### src/linear_constraint_classifier_macros.svh
// ----------------------------------------------------------------------------
// Assertion macros for the linear constraint classifier
// Short forms for clocked, reset-qualified concurrent assertions.
// ----------------------------------------------------------------------------
`ifndef LINEAR_CONSTRAINT_CLASSIFIER_MACROS_SVH
`define LINEAR_CONSTRAINT_CLASSIFIER_MACROS_SVH

// Same-cycle implication, disabled while reset is asserted
`define LCC_ASSERT_NOW(label, clk, rst_n, ante, cons) \
    label: assert property (@(posedge clk) disable iff (!rst_n) (ante) |-> (cons)) \
        else $error("lcc assertion failed");

// Next-cycle implication, disabled while reset is asserted
`define LCC_ASSERT_NEXT(label, clk, rst_n, ante, cons) \
    label: assert property (@(posedge clk) disable iff (!rst_n) (ante) |=> (cons)) \
        else $error("lcc assertion failed");

`endif

### src/lcc_pkg.sv
// ----------------------------------------------------------------------------
// lcc_pkg
// Shared constants, codes and types of the linear constraint classifier.
// ----------------------------------------------------------------------------
package lcc_pkg;

    localparam int MAX_ELEMENTS = 4096;
    localparam int FRAC_BITS    = 16;
    localparam int CNT_W        = $clog2(MAX_ELEMENTS + 1);
    localparam int OUT_CNT_W    = 13;
    localparam int VAL_W        = 32;

    localparam logic [CNT_W-1:0] CNT_MAX = CNT_W'(MAX_ELEMENTS);
    localparam logic signed [VAL_W-1:0] ONE_Q = VAL_W'(64'sd1 <<< FRAC_BITS);

    typedef enum logic [1:0] {
        TYPE_CONT = 2'd0,
        TYPE_BIN  = 2'd1,
        TYPE_INT  = 2'd2
    } var_type_t;

    typedef enum logic [2:0] {
        SENSE_FREE  = 3'd0,
        SENSE_LE    = 3'd1,
        SENSE_GE    = 3'd2,
        SENSE_EQ    = 3'd3,
        SENSE_RANGE = 3'd4
    } sense_code_t;

    typedef enum logic [4:0] {
        CLS_EMPTY         = 5'd0,
        CLS_FREE          = 5'd1,
        CLS_SINGLETON     = 5'd2,
        CLS_AGGREGATION   = 5'd3,
        CLS_PRECEDENCE    = 5'd4,
        CLS_VAR_BOUND     = 5'd5,
        CLS_SET_PARTITION = 5'd6,
        CLS_SET_PACKING   = 5'd7,
        CLS_SET_COVERING  = 5'd8,
        CLS_CARDINALITY   = 5'd9,
        CLS_INV_KNAPSACK  = 5'd10,
        CLS_EQ_KNAPSACK   = 5'd11,
        CLS_BIN_PACKING   = 5'd12,
        CLS_KNAPSACK      = 5'd13,
        CLS_INT_KNAPSACK  = 5'd14,
        CLS_MIXED_BINARY  = 5'd15,
        CLS_GENERAL       = 5'd16
    } class_code_t;

    // One input item as held in the input register
    typedef struct packed {
        logic                    has_element;
        logic [1:0]              var_type;
        logic signed [VAL_W-1:0] coefficient;
        logic signed [VAL_W-1:0] lower_limit;
        logic signed [VAL_W-1:0] upper_limit;
        logic                    lower_infinite;
        logic                    upper_infinite;
        logic                    last;
    } lcc_item_t;

    // Running statistics of the constraint under way
    typedef struct packed {
        logic [CNT_W-1:0] elem_cnt;
        logic [CNT_W-1:0] bin_cnt;
        logic [CNT_W-1:0] int_cnt;
        var_type_t        first_type;
        var_type_t        second_type;
        logic             all_ones;
        logic             coef_eq_ub;
    } lcc_stats_t;

    localparam lcc_stats_t STATS_CLEAR = '{
        elem_cnt:    '0,
        bin_cnt:     '0,
        int_cnt:     '0,
        first_type:  TYPE_CONT,
        second_type: TYPE_CONT,
        all_ones:    1'b1,
        coef_eq_ub:  1'b0
    };

    // One result item
    typedef struct packed {
        logic [OUT_CNT_W-1:0] integer_count;
        logic [OUT_CNT_W-1:0] binary_count;
        logic [OUT_CNT_W-1:0] variable_count;
        sense_code_t          sense_code;
        class_code_t          class_code;
    } lcc_result_t;

endpackage

### src/lcc_accum.sv
// ----------------------------------------------------------------------------
// lcc_accum
// Per-constraint accumulators: saturating counts, first two types and the
// coefficient flags; cleared after the closing item.
// ----------------------------------------------------------------------------
module lcc_accum
    import lcc_pkg::*;
(
    input  logic       clk,
    input  logic       rst_n,
    input  lcc_item_t  item,
    input  logic       advance,      // item leaves the input register
    output lcc_stats_t stats,        // state before this item
    output lcc_stats_t stats_upd     // state including this item
);

    lcc_stats_t stats_reg;
    lcc_stats_t stats_next;
    var_type_t  vt;

    always_comb
    begin
        case (item.var_type)
            TYPE_BIN: vt = TYPE_BIN;
            TYPE_INT: vt = TYPE_INT;
            default:  vt = TYPE_CONT;
        endcase
    end

    always_comb
    begin
        stats_upd = stats_reg;
        if (item.has_element)
        begin
            if (stats_reg.elem_cnt == '0)
                stats_upd.first_type = vt;
            else if (stats_reg.elem_cnt == CNT_W'(1))
                stats_upd.second_type = vt;
            if (stats_reg.elem_cnt < CNT_MAX)
                stats_upd.elem_cnt = stats_reg.elem_cnt + CNT_W'(1);
            if (vt == TYPE_BIN && stats_reg.bin_cnt < CNT_MAX)
                stats_upd.bin_cnt = stats_reg.bin_cnt + CNT_W'(1);
            if (vt == TYPE_INT && stats_reg.int_cnt < CNT_MAX)
                stats_upd.int_cnt = stats_reg.int_cnt + CNT_W'(1);
            if (item.coefficient != ONE_Q)
                stats_upd.all_ones = 1'b0;
            if (!item.upper_infinite && item.coefficient == item.upper_limit)
                stats_upd.coef_eq_ub = 1'b1;
        end
    end

    always_comb
    begin
        stats_next = stats_reg;
        if (advance)
            stats_next = item.last ? STATS_CLEAR : stats_upd;
    end

    always_ff @(posedge clk or negedge rst_n)
    begin
        if (!rst_n)
            stats_reg <= STATS_CLEAR;
        else
            stats_reg <= stats_next;
    end

    assign stats = stats_reg;

endmodule

### src/lcc_classify.sv
// ----------------------------------------------------------------------------
// lcc_classify
// Sense and class decision for a closed constraint.
// ----------------------------------------------------------------------------
module lcc_classify
    import lcc_pkg::*;
(
    input  lcc_item_t   item,
    input  lcc_stats_t  stats,
    output lcc_result_t result
);

    sense_code_t sense;
    class_code_t cls;
    logic        lb_one;
    logic        ub_one;
    logic        all_bin;
    logic        bin_or_int;
    logic        n_zero;
    logic        n_one;
    logic        n_two;
    logic        ones_bin;

    always_comb
    begin
        if (item.lower_infinite && item.upper_infinite)
            sense = SENSE_FREE;
        else if (item.lower_infinite)
            sense = SENSE_LE;
        else if (item.upper_infinite)
            sense = SENSE_GE;
        else if (item.lower_limit == item.upper_limit)
            sense = SENSE_EQ;
        else
            sense = SENSE_RANGE;
    end

    assign lb_one     = !item.lower_infinite && item.lower_limit == ONE_Q;
    assign ub_one     = !item.upper_infinite && item.upper_limit == ONE_Q;
    assign all_bin    = stats.bin_cnt == stats.elem_cnt;
    assign bin_or_int = ((CNT_W+1)'(stats.bin_cnt) + (CNT_W+1)'(stats.int_cnt))
                        == (CNT_W+1)'(stats.elem_cnt);
    assign n_zero     = stats.elem_cnt == '0;
    assign n_one      = stats.elem_cnt == CNT_W'(1);
    assign n_two      = stats.elem_cnt == CNT_W'(2);
    assign ones_bin   = stats.all_ones && all_bin;

    always_comb
    begin
        if (n_zero)
            cls = CLS_EMPTY;
        else if (sense == SENSE_FREE)
            cls = CLS_FREE;
        else if (n_one)
            cls = CLS_SINGLETON;
        else if (sense == SENSE_EQ && n_two)
            cls = CLS_AGGREGATION;
        else if (n_two && sense != SENSE_RANGE && stats.first_type == stats.second_type)
            cls = CLS_PRECEDENCE;
        else if (n_two && sense != SENSE_RANGE
                 && (stats.first_type == TYPE_BIN || stats.second_type == TYPE_BIN))
            cls = CLS_VAR_BOUND;
        else if (lb_one && ub_one && ones_bin)
            cls = CLS_SET_PARTITION;
        else if (sense == SENSE_LE && ub_one && ones_bin)
            cls = CLS_SET_PACKING;
        else if (sense == SENSE_GE && lb_one && ones_bin)
            cls = CLS_SET_COVERING;
        else if (sense == SENSE_EQ && ones_bin)
            cls = CLS_CARDINALITY;
        else if (sense == SENSE_LE && ones_bin)
            cls = CLS_INV_KNAPSACK;
        else if (sense == SENSE_EQ && all_bin)
            cls = CLS_EQ_KNAPSACK;
        else if (sense == SENSE_LE && all_bin && stats.coef_eq_ub)
            cls = CLS_BIN_PACKING;
        else if (sense == SENSE_LE && all_bin)
            cls = CLS_KNAPSACK;
        else if (sense == SENSE_LE && bin_or_int)
            cls = CLS_INT_KNAPSACK;
        else if (stats.int_cnt == '0)
            cls = CLS_MIXED_BINARY;
        else
            cls = CLS_GENERAL;
    end

    always_comb
    begin
        result.class_code     = cls;
        result.sense_code     = sense;
        result.variable_count = OUT_CNT_W'(stats.elem_cnt);
        result.binary_count   = OUT_CNT_W'(stats.bin_cnt);
        result.integer_count  = OUT_CNT_W'(stats.int_cnt);
    end

endmodule

### src/linear_constraint_classifier.sv
// ----------------------------------------------------------------------------
// linear_constraint_classifier
// Streams the elements of one linear constraint and emits its sense and class.
// ----------------------------------------------------------------------------
// Feed one item per element of a constraint, with tlast on the final one; an
// empty constraint is a single item with tuser (has_element) low and tlast
// high, and an item with tuser low and tlast low is ignored. Each item is
// captured in an input register, then the accumulator update and, for a
// closing item, the sense and class decision run in one pass into the result
// register. The block takes an item every cycle, also while a result waits
// on the master side; only a closing item waits for that result to be taken.
// A closing item passes the input register, then the result register. Counts
// saturate at MAX_ELEMENTS and are reported on 13 bits. The bounds and
// infinity flags used for the sense are those of the closing item.
// ----------------------------------------------------------------------------
`include "linear_constraint_classifier_macros.svh"

module linear_constraint_classifier
    import lcc_pkg::*;
(
    input  logic         clk,
    input  logic         rst_n,
    // Element stream
    input  logic         s_axis_tvalid,
    output logic         s_axis_tready,
    // tdata from bit 0: var_type[1:0], coefficient[33:2], lower_limit[65:34],
    // upper_limit[97:66], lower_infinite[98], upper_infinite[99], zeros[103:100]
    input  logic [103:0] s_axis_tdata,
    // tuser: has_element
    input  logic         s_axis_tuser,
    input  logic         s_axis_tlast,
    // Result stream
    output logic         m_axis_tvalid,
    input  logic         m_axis_tready,
    // tdata from bit 0: class_code[4:0], sense_code[7:5], variable_count[20:8],
    // binary_count[33:21], integer_count[46:34], zero[47]
    output logic [47:0]  m_axis_tdata
);

    // Input register
    logic        in_valid_reg;
    logic        in_valid_next;
    lcc_item_t   in_item_reg;

    // Result register
    logic        out_valid_reg;
    logic        out_valid_next;
    lcc_result_t out_result_reg;

    logic        out_free;
    logic        advance;
    logic        s_fire;
    lcc_item_t   in_item;
    lcc_stats_t  stats;
    lcc_stats_t  stats_upd;
    lcc_result_t result;

    // Unpack the incoming item
    always_comb
    begin
        in_item.has_element    = s_axis_tuser;
        in_item.var_type       = s_axis_tdata[1:0];
        in_item.coefficient    = s_axis_tdata[33:2];
        in_item.lower_limit    = s_axis_tdata[65:34];
        in_item.upper_limit    = s_axis_tdata[97:66];
        in_item.lower_infinite = s_axis_tdata[98];
        in_item.upper_infinite = s_axis_tdata[99];
        in_item.last           = s_axis_tlast;
    end

    // The result slot is free when empty or being drained this cycle
    assign out_free = !out_valid_reg || m_axis_tready;

    // Advance the held item; a closing item needs the result slot
    assign advance = in_valid_reg && (!in_item_reg.last || out_free);

    assign s_axis_tready = !in_valid_reg || advance;
    assign s_fire        = s_axis_tvalid && s_axis_tready;

    always_comb
    begin
        in_valid_next = in_valid_reg;
        if (s_fire)
            in_valid_next = 1'b1;
        else if (advance)
            in_valid_next = 1'b0;
    end

    always_comb
    begin
        out_valid_next = out_valid_reg;
        if (advance && in_item_reg.last)
            out_valid_next = 1'b1;
        else if (m_axis_tready)
            out_valid_next = 1'b0;
    end

    always_ff @(posedge clk or negedge rst_n)
    begin
        if (!rst_n)
        begin
            in_valid_reg  <= 1'b0;
            out_valid_reg <= 1'b0;
        end
        else
        begin
            in_valid_reg  <= in_valid_next;
            out_valid_reg <= out_valid_next;
        end
    end

    // Payload registers: hold until replaced
    always_ff @(posedge clk)
    begin
        if (s_fire)
            in_item_reg <= in_item;
        if (advance && in_item_reg.last)
            out_result_reg <= result;
    end

    lcc_accum u_accum (
        .clk       (clk),
        .rst_n     (rst_n),
        .item      (in_item_reg),
        .advance   (advance),
        .stats     (stats),
        .stats_upd (stats_upd)
    );

    lcc_classify u_classify (
        .item   (in_item_reg),
        .stats  (stats_upd),
        .result (result)
    );

    assign m_axis_tvalid = out_valid_reg;
    assign m_axis_tdata  = {1'b0, out_result_reg};

    // A result reports Empty exactly when it counted no element
    `LCC_ASSERT_NOW(a_empty_iff_zero, clk, rst_n, out_valid_reg,
        (out_result_reg.class_code == CLS_EMPTY) == (out_result_reg.variable_count == '0))

    // Accumulators are cleared once a closing item has been taken
    `LCC_ASSERT_NEXT(a_clear_after_close, clk, rst_n, advance && in_item_reg.last,
        stats == STATS_CLEAR)

    // Typed counts never exceed the element count
    `LCC_ASSERT_NOW(a_counts_bounded, clk, rst_n, 1'b1,
        (stats.bin_cnt <= stats.elem_cnt) && (stats.int_cnt <= stats.elem_cnt))

    // A closing item never overwrites a result still waiting on the master side
    `LCC_ASSERT_NOW(a_no_overwrite, clk, rst_n, advance && in_item_reg.last, out_free)

endmodule

### config.mk
export PLATFORM = sky130hd
export DESIGN_NAME = linear_constraint_classifier
export DESIGN_NICKNAME = d
export VERILOG_FILES = /design/src/lcc_pkg.sv /design/src/lcc_accum.sv /design/src/lcc_classify.sv /design/src/linear_constraint_classifier.sv
export VERILOG_INCLUDE_DIRS = /design/src /design/src/src
export SDC_FILE = /design/constraint.sdc
export NUM_CORES = 1
export LEC_CHECK = 0
export BUFFER_PORTS_ARGS = -buffer_cell sky130_fd_sc_hd__buf_2
export CORE_UTILIZATION = 57
export DETAILED_ROUTE_END_ITERATION = 10
export PLACE_DENSITY_LB_ADDON = 0.1
export SKIP_LAST_GASP = 1
export SLEW_MARGIN = 5
export SYNTH_ARGS = -nofsm -noshare
export SYNTH_HDL_FRONTEND = slang
export SYNTH_SLANG_ARGS = --single-unit
export TNS_END_PERCENT = 100
### constraint.sdc
create_clock -name clk -period 5.5 [get_ports clk]
set_input_delay 0.825 -clock clk [delete_from_list [all_inputs] [get_ports clk]]
set_output_delay 0.825 -clock clk [all_outputs]
set_load 0.01 [all_outputs]
Word-level counts from Yosys, hierarchy flattened
Index checks and enable logic that the tools add are counted.
{"block": "word_totals", "register_bits": 196, "in_bits": 110, "out_inout_bits": 50, "elab_cells": 133}
{"block": "op_classes", "n_addsub": 4, "magnitude_cmp": 3, "eq_ne": 21, "n_mux": 34, "n_reduce_logical": 45}
{"cell": "2-to-1 mux 45 bit", "n": 2}
{"cell": "== test 32 x 18 -> 1 bit, second input constant", "n": 2}
{"cell": "== test 32 bit", "n": 2}
{"cell": "adder 13 x 1 -> 13 bit, second input constant", "n": 3}
{"cell": "zero test 13 bit", "n": 3}
{"cell": "< comparator 13 bit, second input constant", "n": 3}
{"cell": "2-to-1 mux 13 bit", "n": 3}
{"cell": "inequality test 32 x 18 -> 1 bit, second input constant", "n": 1}
{"cell": "2-to-1 mux 4 bit", "n": 7}
{"cell": "== test 13 x 1 -> 1 bit, second input constant", "n": 2}
{"cell": "logical AND 1 bit", "n": 26}
{"cell": "2-to-1 mux 3 bit", "n": 8}
{"cell": "OR reduction 15 bit", "n": 1}
{"cell": "adder 13 x 13 -> 14 bit", "n": 1}
{"cell": "== test 14 x 13 -> 1 bit", "n": 1}
{"cell": "== test 13 bit", "n": 1}
{"cell": "== test 13 x 2 -> 1 bit, second input constant", "n": 1}
{"cell": "2-to-1 mux 2 bit", "n": 5}
{"cell": "== test 2 x 1 -> 1 bit, second input constant", "n": 4}
{"cell": "OR reduction 8 bit", "n": 1}
{"cell": "2-to-1 mux 1 bit", "n": 7}
{"cell": "== test 3 x 2 -> 1 bit, second input constant", "n": 2}
{"cell": "zero test 1 bit", "n": 5}
{"cell": "2-to-1 mux 5 bit", "n": 1}
{"cell": "10 further kinds", "n": 15}

Depth between registers and ports, before layout
Gate-level depths: netlist (run 1).
{"block": "depth", "ltp_word": 23, "mapped_depth": 17, "ltp_nobuf": 17}

By module
Synthesis (run 1) repeated with hierarchy kept, for this count alone.
{"block": "hier_totals", "hier_cells": 852, "area_unflattened_um2": 10090.9}
{"module": "linear_constraint_classifier", "n_inst": 1, "cells_each": 161, "area_per_inst_um2": 4603.2, "seq_area_each_um2": 4524.3}
{"module": "lcc_accum", "n_inst": 1, "cells_each": 370, "area_per_inst_um2": 3276.9, "seq_area_each_um2": 1127.3}
{"module": "lcc_classify", "n_inst": 1, "cells_each": 321, "area_per_inst_um2": 2210.9, "seq_area_each_um2": 0.0}

Worst setup path before layout (run 1)
Ideal clock, no wire load.
{"block": "synth_path", "path_type": "register -> register", "from": "reg in_item_reg[99] (netlist bit)", "to": "reg out_result_reg, in the netlist m_axis_tdata[1], data pin", "setup_ps": 158, "arrival_time_ps": 3869, "required_ps": 5342, "path_slack_ps": 1473, "stages_incl_launch_ff": 17, "path_buffers": 0, "synth_period_minus_slack_ps": 4027, "path_cell_list": "edfxtp_1 > and2b_1 > nor3b_1 > nand2_1 > xnor2_1 > ha_1 > nor2b_1 > o21ai_0 > a21boi_0 > o22ai_1 > a211o_2 > a21oi_2 > or3_4 > a2111oi_4 > nand4_2 > a22o_1 > a211oi_2"}
{"item": "start, declared", "line": "linear_constraint_classifier.sv:43", "text": "lcc_item_t in_item_reg;"}
{"item": "start signal, assigned", "line": "linear_constraint_classifier.sv:116", "text": "in_item_reg <= in_item;"}
{"item": "end signal, assigned", "line": "linear_constraint_classifier.sv:118", "text": "out_result_reg <= result;"}
{"item": "end, declared", "line": "linear_constraint_classifier.sv:48", "text": "lcc_result_t out_result_reg;"}

==> results of run 1 <==
## cell type report
class / instances / area, µm² / share of cell area
tap: 220 / 275 / 0.0242
timing repair buffer: 161 / 823 / 0.0724
clock inverter: 13 / 134 / 0.0118
sequential: 196 / 5650 / 0.497
clock buffer: 18 / 429 / 0.0377
multi-input combinational: 554 / 3840 / 0.338
inverter: 57 / 214 / 0.0188
## cell usage after synthesis, types with 6 or more instances
| cell type | number | area [µm²] |
|---|---|---|
| clkbuf_1 | 18 | 67.6 |
| nor2_1 | 24 | 90.1 |
| a21oi_1 | 20 | 100 |
| o21ai_0 | 61 | 305 |
| a31oi_1 | 9 | 56.3 |
| buf_2 | 9 | 45.0 |
| nand2_1 | 72 | 270 |
| o31ai_1 | 6 | 45.0 |
| edfxtp_1 | 149 | 4470 |
| nand3_1 | 16 | 80.1 |
| inv_1 | 51 | 191 |
| mux2i_1 | 7 | 70.1 |
| o22ai_1 | 9 | 56.3 |
| dfrtp_1 | 46 | 1150 |
| and3_1 | 9 | 56.3 |
| nor4_1 | 36 | 225 |
| xor2_1 | 66 | 578 |
| nor2b_1 | 10 | 62.6 |
| nand4_1 | 28 | 175 |
| xnor2_1 | 67 | 587 |
| nor3_1 | 15 | 75.1 |
| ha_1 | 17 | 213 |
## cell families after synthesis
kind of cell	after synthesis
AOI/OAI and AO/OA	134
xor gates and xnor gates	137
adders and majority gates	18
buffers and inverters	87
DFF	196
muxes	9
other	1
and+or+nand+nor	255
## layer usage
metal	global-route usage	vias to the layer above	wire length (µm)
li1	-	3361	-
met1	0.342	3317	9610
met2	0.469	286	11600
met3	0.0548	35	1330
met4	0.104	2	622
met5	0	-	8
## stage by stage
step                      setup slack (ps)  cells  utilization  power (mW)  cell area, µm²
final                                  808   1219        0.681        3.32           11400
after global routing                   460   1219        0.681        3.44           11400
after CTS                              821   1219        0.681        3.34           11400
after detailed placement               864   1188        0.647        2.15           10800
after global placement                 895   1188        0.647        2.14           10800
after floorplan                       1470    837            -        2.00            9840
## critical path, stage by stage, from the launching register on
cell and delay [ps]:
edfxtp_1 580, nand4bb_1 410, xnor2_1 450, ha_1 240, inv_1 60, fa_1 400, nor2b_1 120, o21ai_0 100
a21boi_0 260, o22ai_1 130, a211o_2 380, a21oi_2 190, o21ai_0 160, a2111oi_4 330, nand4_2 250, a22o_1 270
a211oi_2 200
## power by group through the flow
stage	registers [mW]	clock network, mW	logic (mW)
floorplan	1.77	0	0.225
global placement	1.78	0	0.361
detailed placement	1.78	0	0.366
CTS	1.75	1.22	0.368
global route	1.76	1.28	0.401
finish	1.75	1.21	0.367
## worst max path at each step
| stage | to | slack [ps] | cells past startpoint |
|---|---|---|---|
| after floorplan | m_axis_tdata[1]$_SDFFCE_PP0P_ | 1470 | 16 |
| after global placement | m_axis_tdata[1]$_SDFFCE_PP0P_ | 900 | 16 |
| after detailed placement | m_axis_tdata[1]$_SDFFCE_PP0P_ | 860 | 16 |
| after CTS | m_axis_tdata[1]$_SDFFCE_PP0P_ | 820 | 16 |
| after global routing | m_axis_tdata[3]$_SDFFCE_PP0P_ | 460 | 16 |
| final | m_axis_tdata[1]$_SDFFCE_PP0P_ | 810 | 16 |
==> run_results.csv, run 1 <==
group,metric,value,unit
floorplanning,rows,47,
global_route,grt_usage,0.273,
timing,timing.final.crit_share,0.853,
clock_tree,cts_tree,"yes",
setup_path,crit_type,"reg2reg",
floorplanning,ios,160,
finish,antenna_cells,0,
yosys,yosys.area_share.simple,0.146,
routing,antenna_left,0,
setup_path,reg2reg_to,"m_axis_tdata[1]$_SDFFCE_PP0P_",
floorplanning,fp.dieW,133,µm
routing,drc,0,
floorplanning,start_util,0.589,
clock_tree,clock-sinks,196,
timing,fmax,0.213,GHz
global_route,antenna_found_initial,1,
clock_tree,hold_buffers,0,
finish,final_cell_mix,"buf_2 (154), edfxtp_1 (149), nand2_1 (72)",
setup_path,critPathMaxFanout,12,
setup_path,cp-end-kind,"flip-flop",
yosys,ys_types,76,
yosys,ys.flop_type,"edfxtp_1",
yosys,avgSynthCellArea,11.8,µm²
setup_path,arrival,4980,ps
global_route,grt_first_pass_wirelength,36100,µm
routing,drt_first_pass_iters,5,
floorplanning,core,16700,µm²
routing,viasPerCell,5.74,
timing,tightest_slew,1030,ps
power_and_ir_drop,irDropWorstVdd,0.226,mV
placed_design,dp_hpwl,17500,µm
finish,final_nets,1115,
timing,finalMaxSlewViolations,0,
yosys,synth_top_family_by_area,"simple AND/OR/NAND/NOR gates",
setup_path,startpoint,"in_item_reg[101]$_DFFE_PP_",
clock_tree,worstSkewPairLatency,440,ps
yosys,synthXorXnorAreaFrac,0.126,
power_and_ir_drop,pwr-share-seq,0.527,
routing,drt_iter0_markers,520,
power_and_ir_drop,switching_share,0.266,
yosys,synth_nets,965,
timing,rsz0062_at_grt,"no",
power_and_ir_drop,leakage,4.66,nW
yosys,synth-compound-area-share,0.0843,
yosys,syn_area,9840,µm²
timing,slew_headroom,0.310,
placed_design,port_buffers,154,
clock_tree,path_clk_slew,80,ps
status,run_status,"complete, no violations",
clock_tree,ctsResizeCount,0,
yosys,synthAdderAreaFrac,0.0236,
finish,largest_reg_flops,102,
finish,layout-drive-gt1-share,0.219,
setup_path,required,5790,ps
finish,area_growth,15.5,%
clock_tree,post-cts-setup-buffers,0,
power_and_ir_drop,internal_power,2.44,mW
global_route,grt-ovfl-total,0,
floorplanning,dieArea,17800,µm²
yosys,ys_seq_area_frac,0.574,
yosys,synth_edf_count,149,
yosys,synth_warnings,0,
global_route,grt_max_degree,65,
floorplanning,die_height,133,µm
timing,hold_viol_final,0,
power_and_ir_drop,p_sw,885,µW
routing,wl_per_cell,19.0,µm
timing,fin_setup_tns,0,ps
clock_tree,ctsLongestPathBuffers,2,
setup_path,rrSetupSlack,810,ps
power_and_ir_drop,clock_power_share,0.363,
min_path,hp-class,"in2async",
job,cap_violations,0,
timing,fin_skew,12.2,ps
routing,wirelength,23200,µm
yosys,async_flop_share,0.240,
setup_path,r2r_cells,16,
placed_design,gp_congestion,0.944,
global_route,grt_pass1_vias,6824,
power_and_ir_drop,power_density,292,nW/µm²
clock_tree,numCtsBuffers,17,
setup_path,r2r-start,"in_item_reg[101]$_DFFE_PP_",
setup_path,critPathLaunchType,"flip-flop",
clock_tree,cts.htree.levels,4,
timing,setup_viol_count_final,0,
clock_tree,root_buffer,"clkbuf_16",
finish,layout_commonest_cell,"buf_2",
finish,fillers,1239,
timing,min_period,4690,ps
yosys,ys_seq_elements,196,
yosys,synthCells,837,
timing,hold_ws,484,ps
power_and_ir_drop,combPwrFrac,0.110,
routing,via_count,7001,
yosys,synth_mux_area_frac,0.00941,
Power figures use the tool's default switching activity.
==> run 2: changes to the inputs <==
Settings changed: MAX_ROUTING_LAYER set to met4, PLACE_DENSITY set to 0.88, PLACE_DENSITY_LB_ADDON 0.1 to unset.
==> run_results.csv, run 2 (same netlist as run 1, synthesis figures left out) <==
group,metric,value,unit
status,run_status,"complete, no violations",
routing,drc,0,
routing,drt_iter0_markers,828,
global_route,grt_first_pass_wirelength,38100,µm
timing,timing.final.crit_share,0.866,
clock_tree,hold_buffers,0,
setup_path,critPathMaxFanout,12,
global_route,antenna_found_initial,0,
timing,fmax,0.210,GHz
timing,hold_ws,500,ps
timing,tightest_slew,1100,ps
routing,via_count,7513,
clock_tree,numCtsBuffers,17,
clock_tree,path_clk_slew,80,ps
clock_tree,cts_tree,"yes",
timing,finalMaxSlewViolations,0,
finish,final_nets,1114,
routing,wl_per_cell,19.9,µm
min_path,whs_path_depth,2,
setup_path,cp-end-kind,"flip-flop",
min_path,hp-class,"reg2reg",
global_route,grt_max_degree,61,
finish,area_growth,15.9,%
clock_tree,root_buffer,"clkbuf_16",
clock_tree,clock-sinks,196,
clock_tree,post-cts-setup-buffers,0,
timing,hold_viol_final,0,
job,cap_violations,0,
setup_path,arrival,5050,ps
power_and_ir_drop,leakage,4.68,nW
power_and_ir_drop,power_density,296,nW/µm²
routing,drt_first_pass_iters,5,
setup_path,r2r_cells,16,
clock_tree,ctsResizeCount,0,
routing,antenna_left,0,
floorplanning,dieArea,17800,µm²
routing,wirelength,24300,µm
timing,fin_skew,10.4,ps
setup_path,r2r-start,"in_item_reg[101]$_DFFE_PP_",
global_route,grt_pass1_vias,7327,
routing,viasPerCell,6.16,
timing,min_period,4770,ps
placed_design,gp_congestion,0.895,
timing,rsz0062_at_grt,"no",
setup_path,reg2reg_to,"m_axis_tdata[1]$_SDFFCE_PP0P_",
setup_path,crit_type,"reg2reg",
floorplanning,fp.dieW,133,µm
placed_design,port_buffers,154,
floorplanning,ios,160,
floorplanning,core,16700,µm²
floorplanning,rows,47,
finish,largest_reg_flops,102,
setup_path,required,5780,ps
finish,layout-drive-gt1-share,0.221,
clock_tree,cts.htree.levels,4,
floorplanning,die_height,133,µm
min_path,min_from,"u_accum.stats[5]$_DFFE_PN0P_",
timing,setup_viol_count_final,0,
power_and_ir_drop,irDropWorstVdd,0.272,mV
timing,fin_setup_tns,0,ps
finish,fillers,1176,
min_path,hold_end,"u_accum.stats[5]$_DFFE_PN0P_",
timing,slew_headroom,0.266,
clock_tree,ctsLongestPathBuffers,2,
finish,final_cell_mix,"buf_2 (154), edfxtp_1 (149), nand2_1 (72)",
finish,antenna_cells,0,
placed_design,dp_hpwl,17900,µm
global_route,grt_usage,0.294,
setup_path,critPathLaunchType,"flip-flop",
finish,layout_commonest_cell,"buf_2",
setup_path,rrSetupSlack,730,ps
global_route,grt-ovfl-total,0,
floorplanning,start_util,0.589,
clock_tree,worstSkewPairLatency,450,ps
## run 2: changes by cell type in the layout (fill, tap and decap cells not counted), sizes merged
cell | before | now
clkinv | 5 | 9
inv | 65 | 63
buf | 161 | 160
clkbuf | 18 | 17
## run 2: critical path: stages (launching register included)
cell	delay, ps
edfxtp_1	590
nand4bb_1	400
xnor2_1	450
ha_1	240
inv_1	60
fa_1	400
nor2b_1	120
o21ai_0	110
a21boi_0	270
o22ai_1	140
a211o_2	380
a21oi_2	200
o21ai_0	150
a2111oi_4	330
nand4_2	260
a22o_1	280
a211oi_2	200
## run 2: per-layer routing
layer  track usage  up-vias  routed length (µm)
met4         0.141        0                 993
met2         0.477      486               12200
li1              -     3350                   -
met3        0.0586       87                1910
met5             -        -                   0
met1         0.353     3590                9200
## run 2: power by group
| part | total, mW | internal [mW] | switching (mW) |
|---|---|---|---|
| clock network | 1.25 | 0.619 | 0.628 |
| registers | 1.75 | 1.69 | 0.0675 |
| logic | 0.373 | 0.146 | 0.226 |
| total | 3.37 | 2.45 | 0.922 |
## run 2: worst max path at each step
stage,from,end,slack (ps),cells after the start
after detailed placement,in_item_reg[101]$_DFFE_PP_,m_axis_tdata[1]$_SDFFCE_PP0P_,850,16
after CTS,in_item_reg[101]$_DFFE_PP_,m_axis_tdata[1]$_SDFFCE_PP0P_,770,16
after floorplan,in_item_reg[99]$_DFFE_PP_,m_axis_tdata[1]$_SDFFCE_PP0P_,1470,16
after global routing,in_item_reg[101]$_DFFE_PP_,m_axis_tdata[1]$_SDFFCE_PP0P_,450,16
after global placement,in_item_reg[101]$_DFFE_PP_,m_axis_tdata[1]$_SDFFCE_PP0P_,1010,16
final,in_item_reg[101]$_DFFE_PP_,m_axis_tdata[1]$_SDFFCE_PP0P_,730,16
## run 2: layout make-up
class                      count  area (µm²)  share of cell area
inverter                      57         214              0.0188
clock buffer                  17         425              0.0373
tap                          220         275              0.0241
multi-input combinational    554        3840               0.337
timing repair buffer         160         816              0.0715
clock inverter                15         183              0.0160
sequential                   196        5650               0.495
## run 2: through the flow
| step | instances | worst slack, ps | power [mW] | utilization | cell area, µm² |
|---|---|---|---|---|---|
| floorplan | 837 | 1470 | 2.00 | - | 9840 |
| global placement | 1187 | 1010 | 2.13 | 0.647 | 10800 |
| detailed placement | 1187 | 847 | 2.15 | 0.647 | 10800 |
| CTS | 1219 | 769 | 3.37 | 0.683 | 11400 |
| global route | 1219 | 445 | 3.47 | 0.683 | 11400 |
| finish | 1219 | 734 | 3.37 | 0.683 | 11400 |
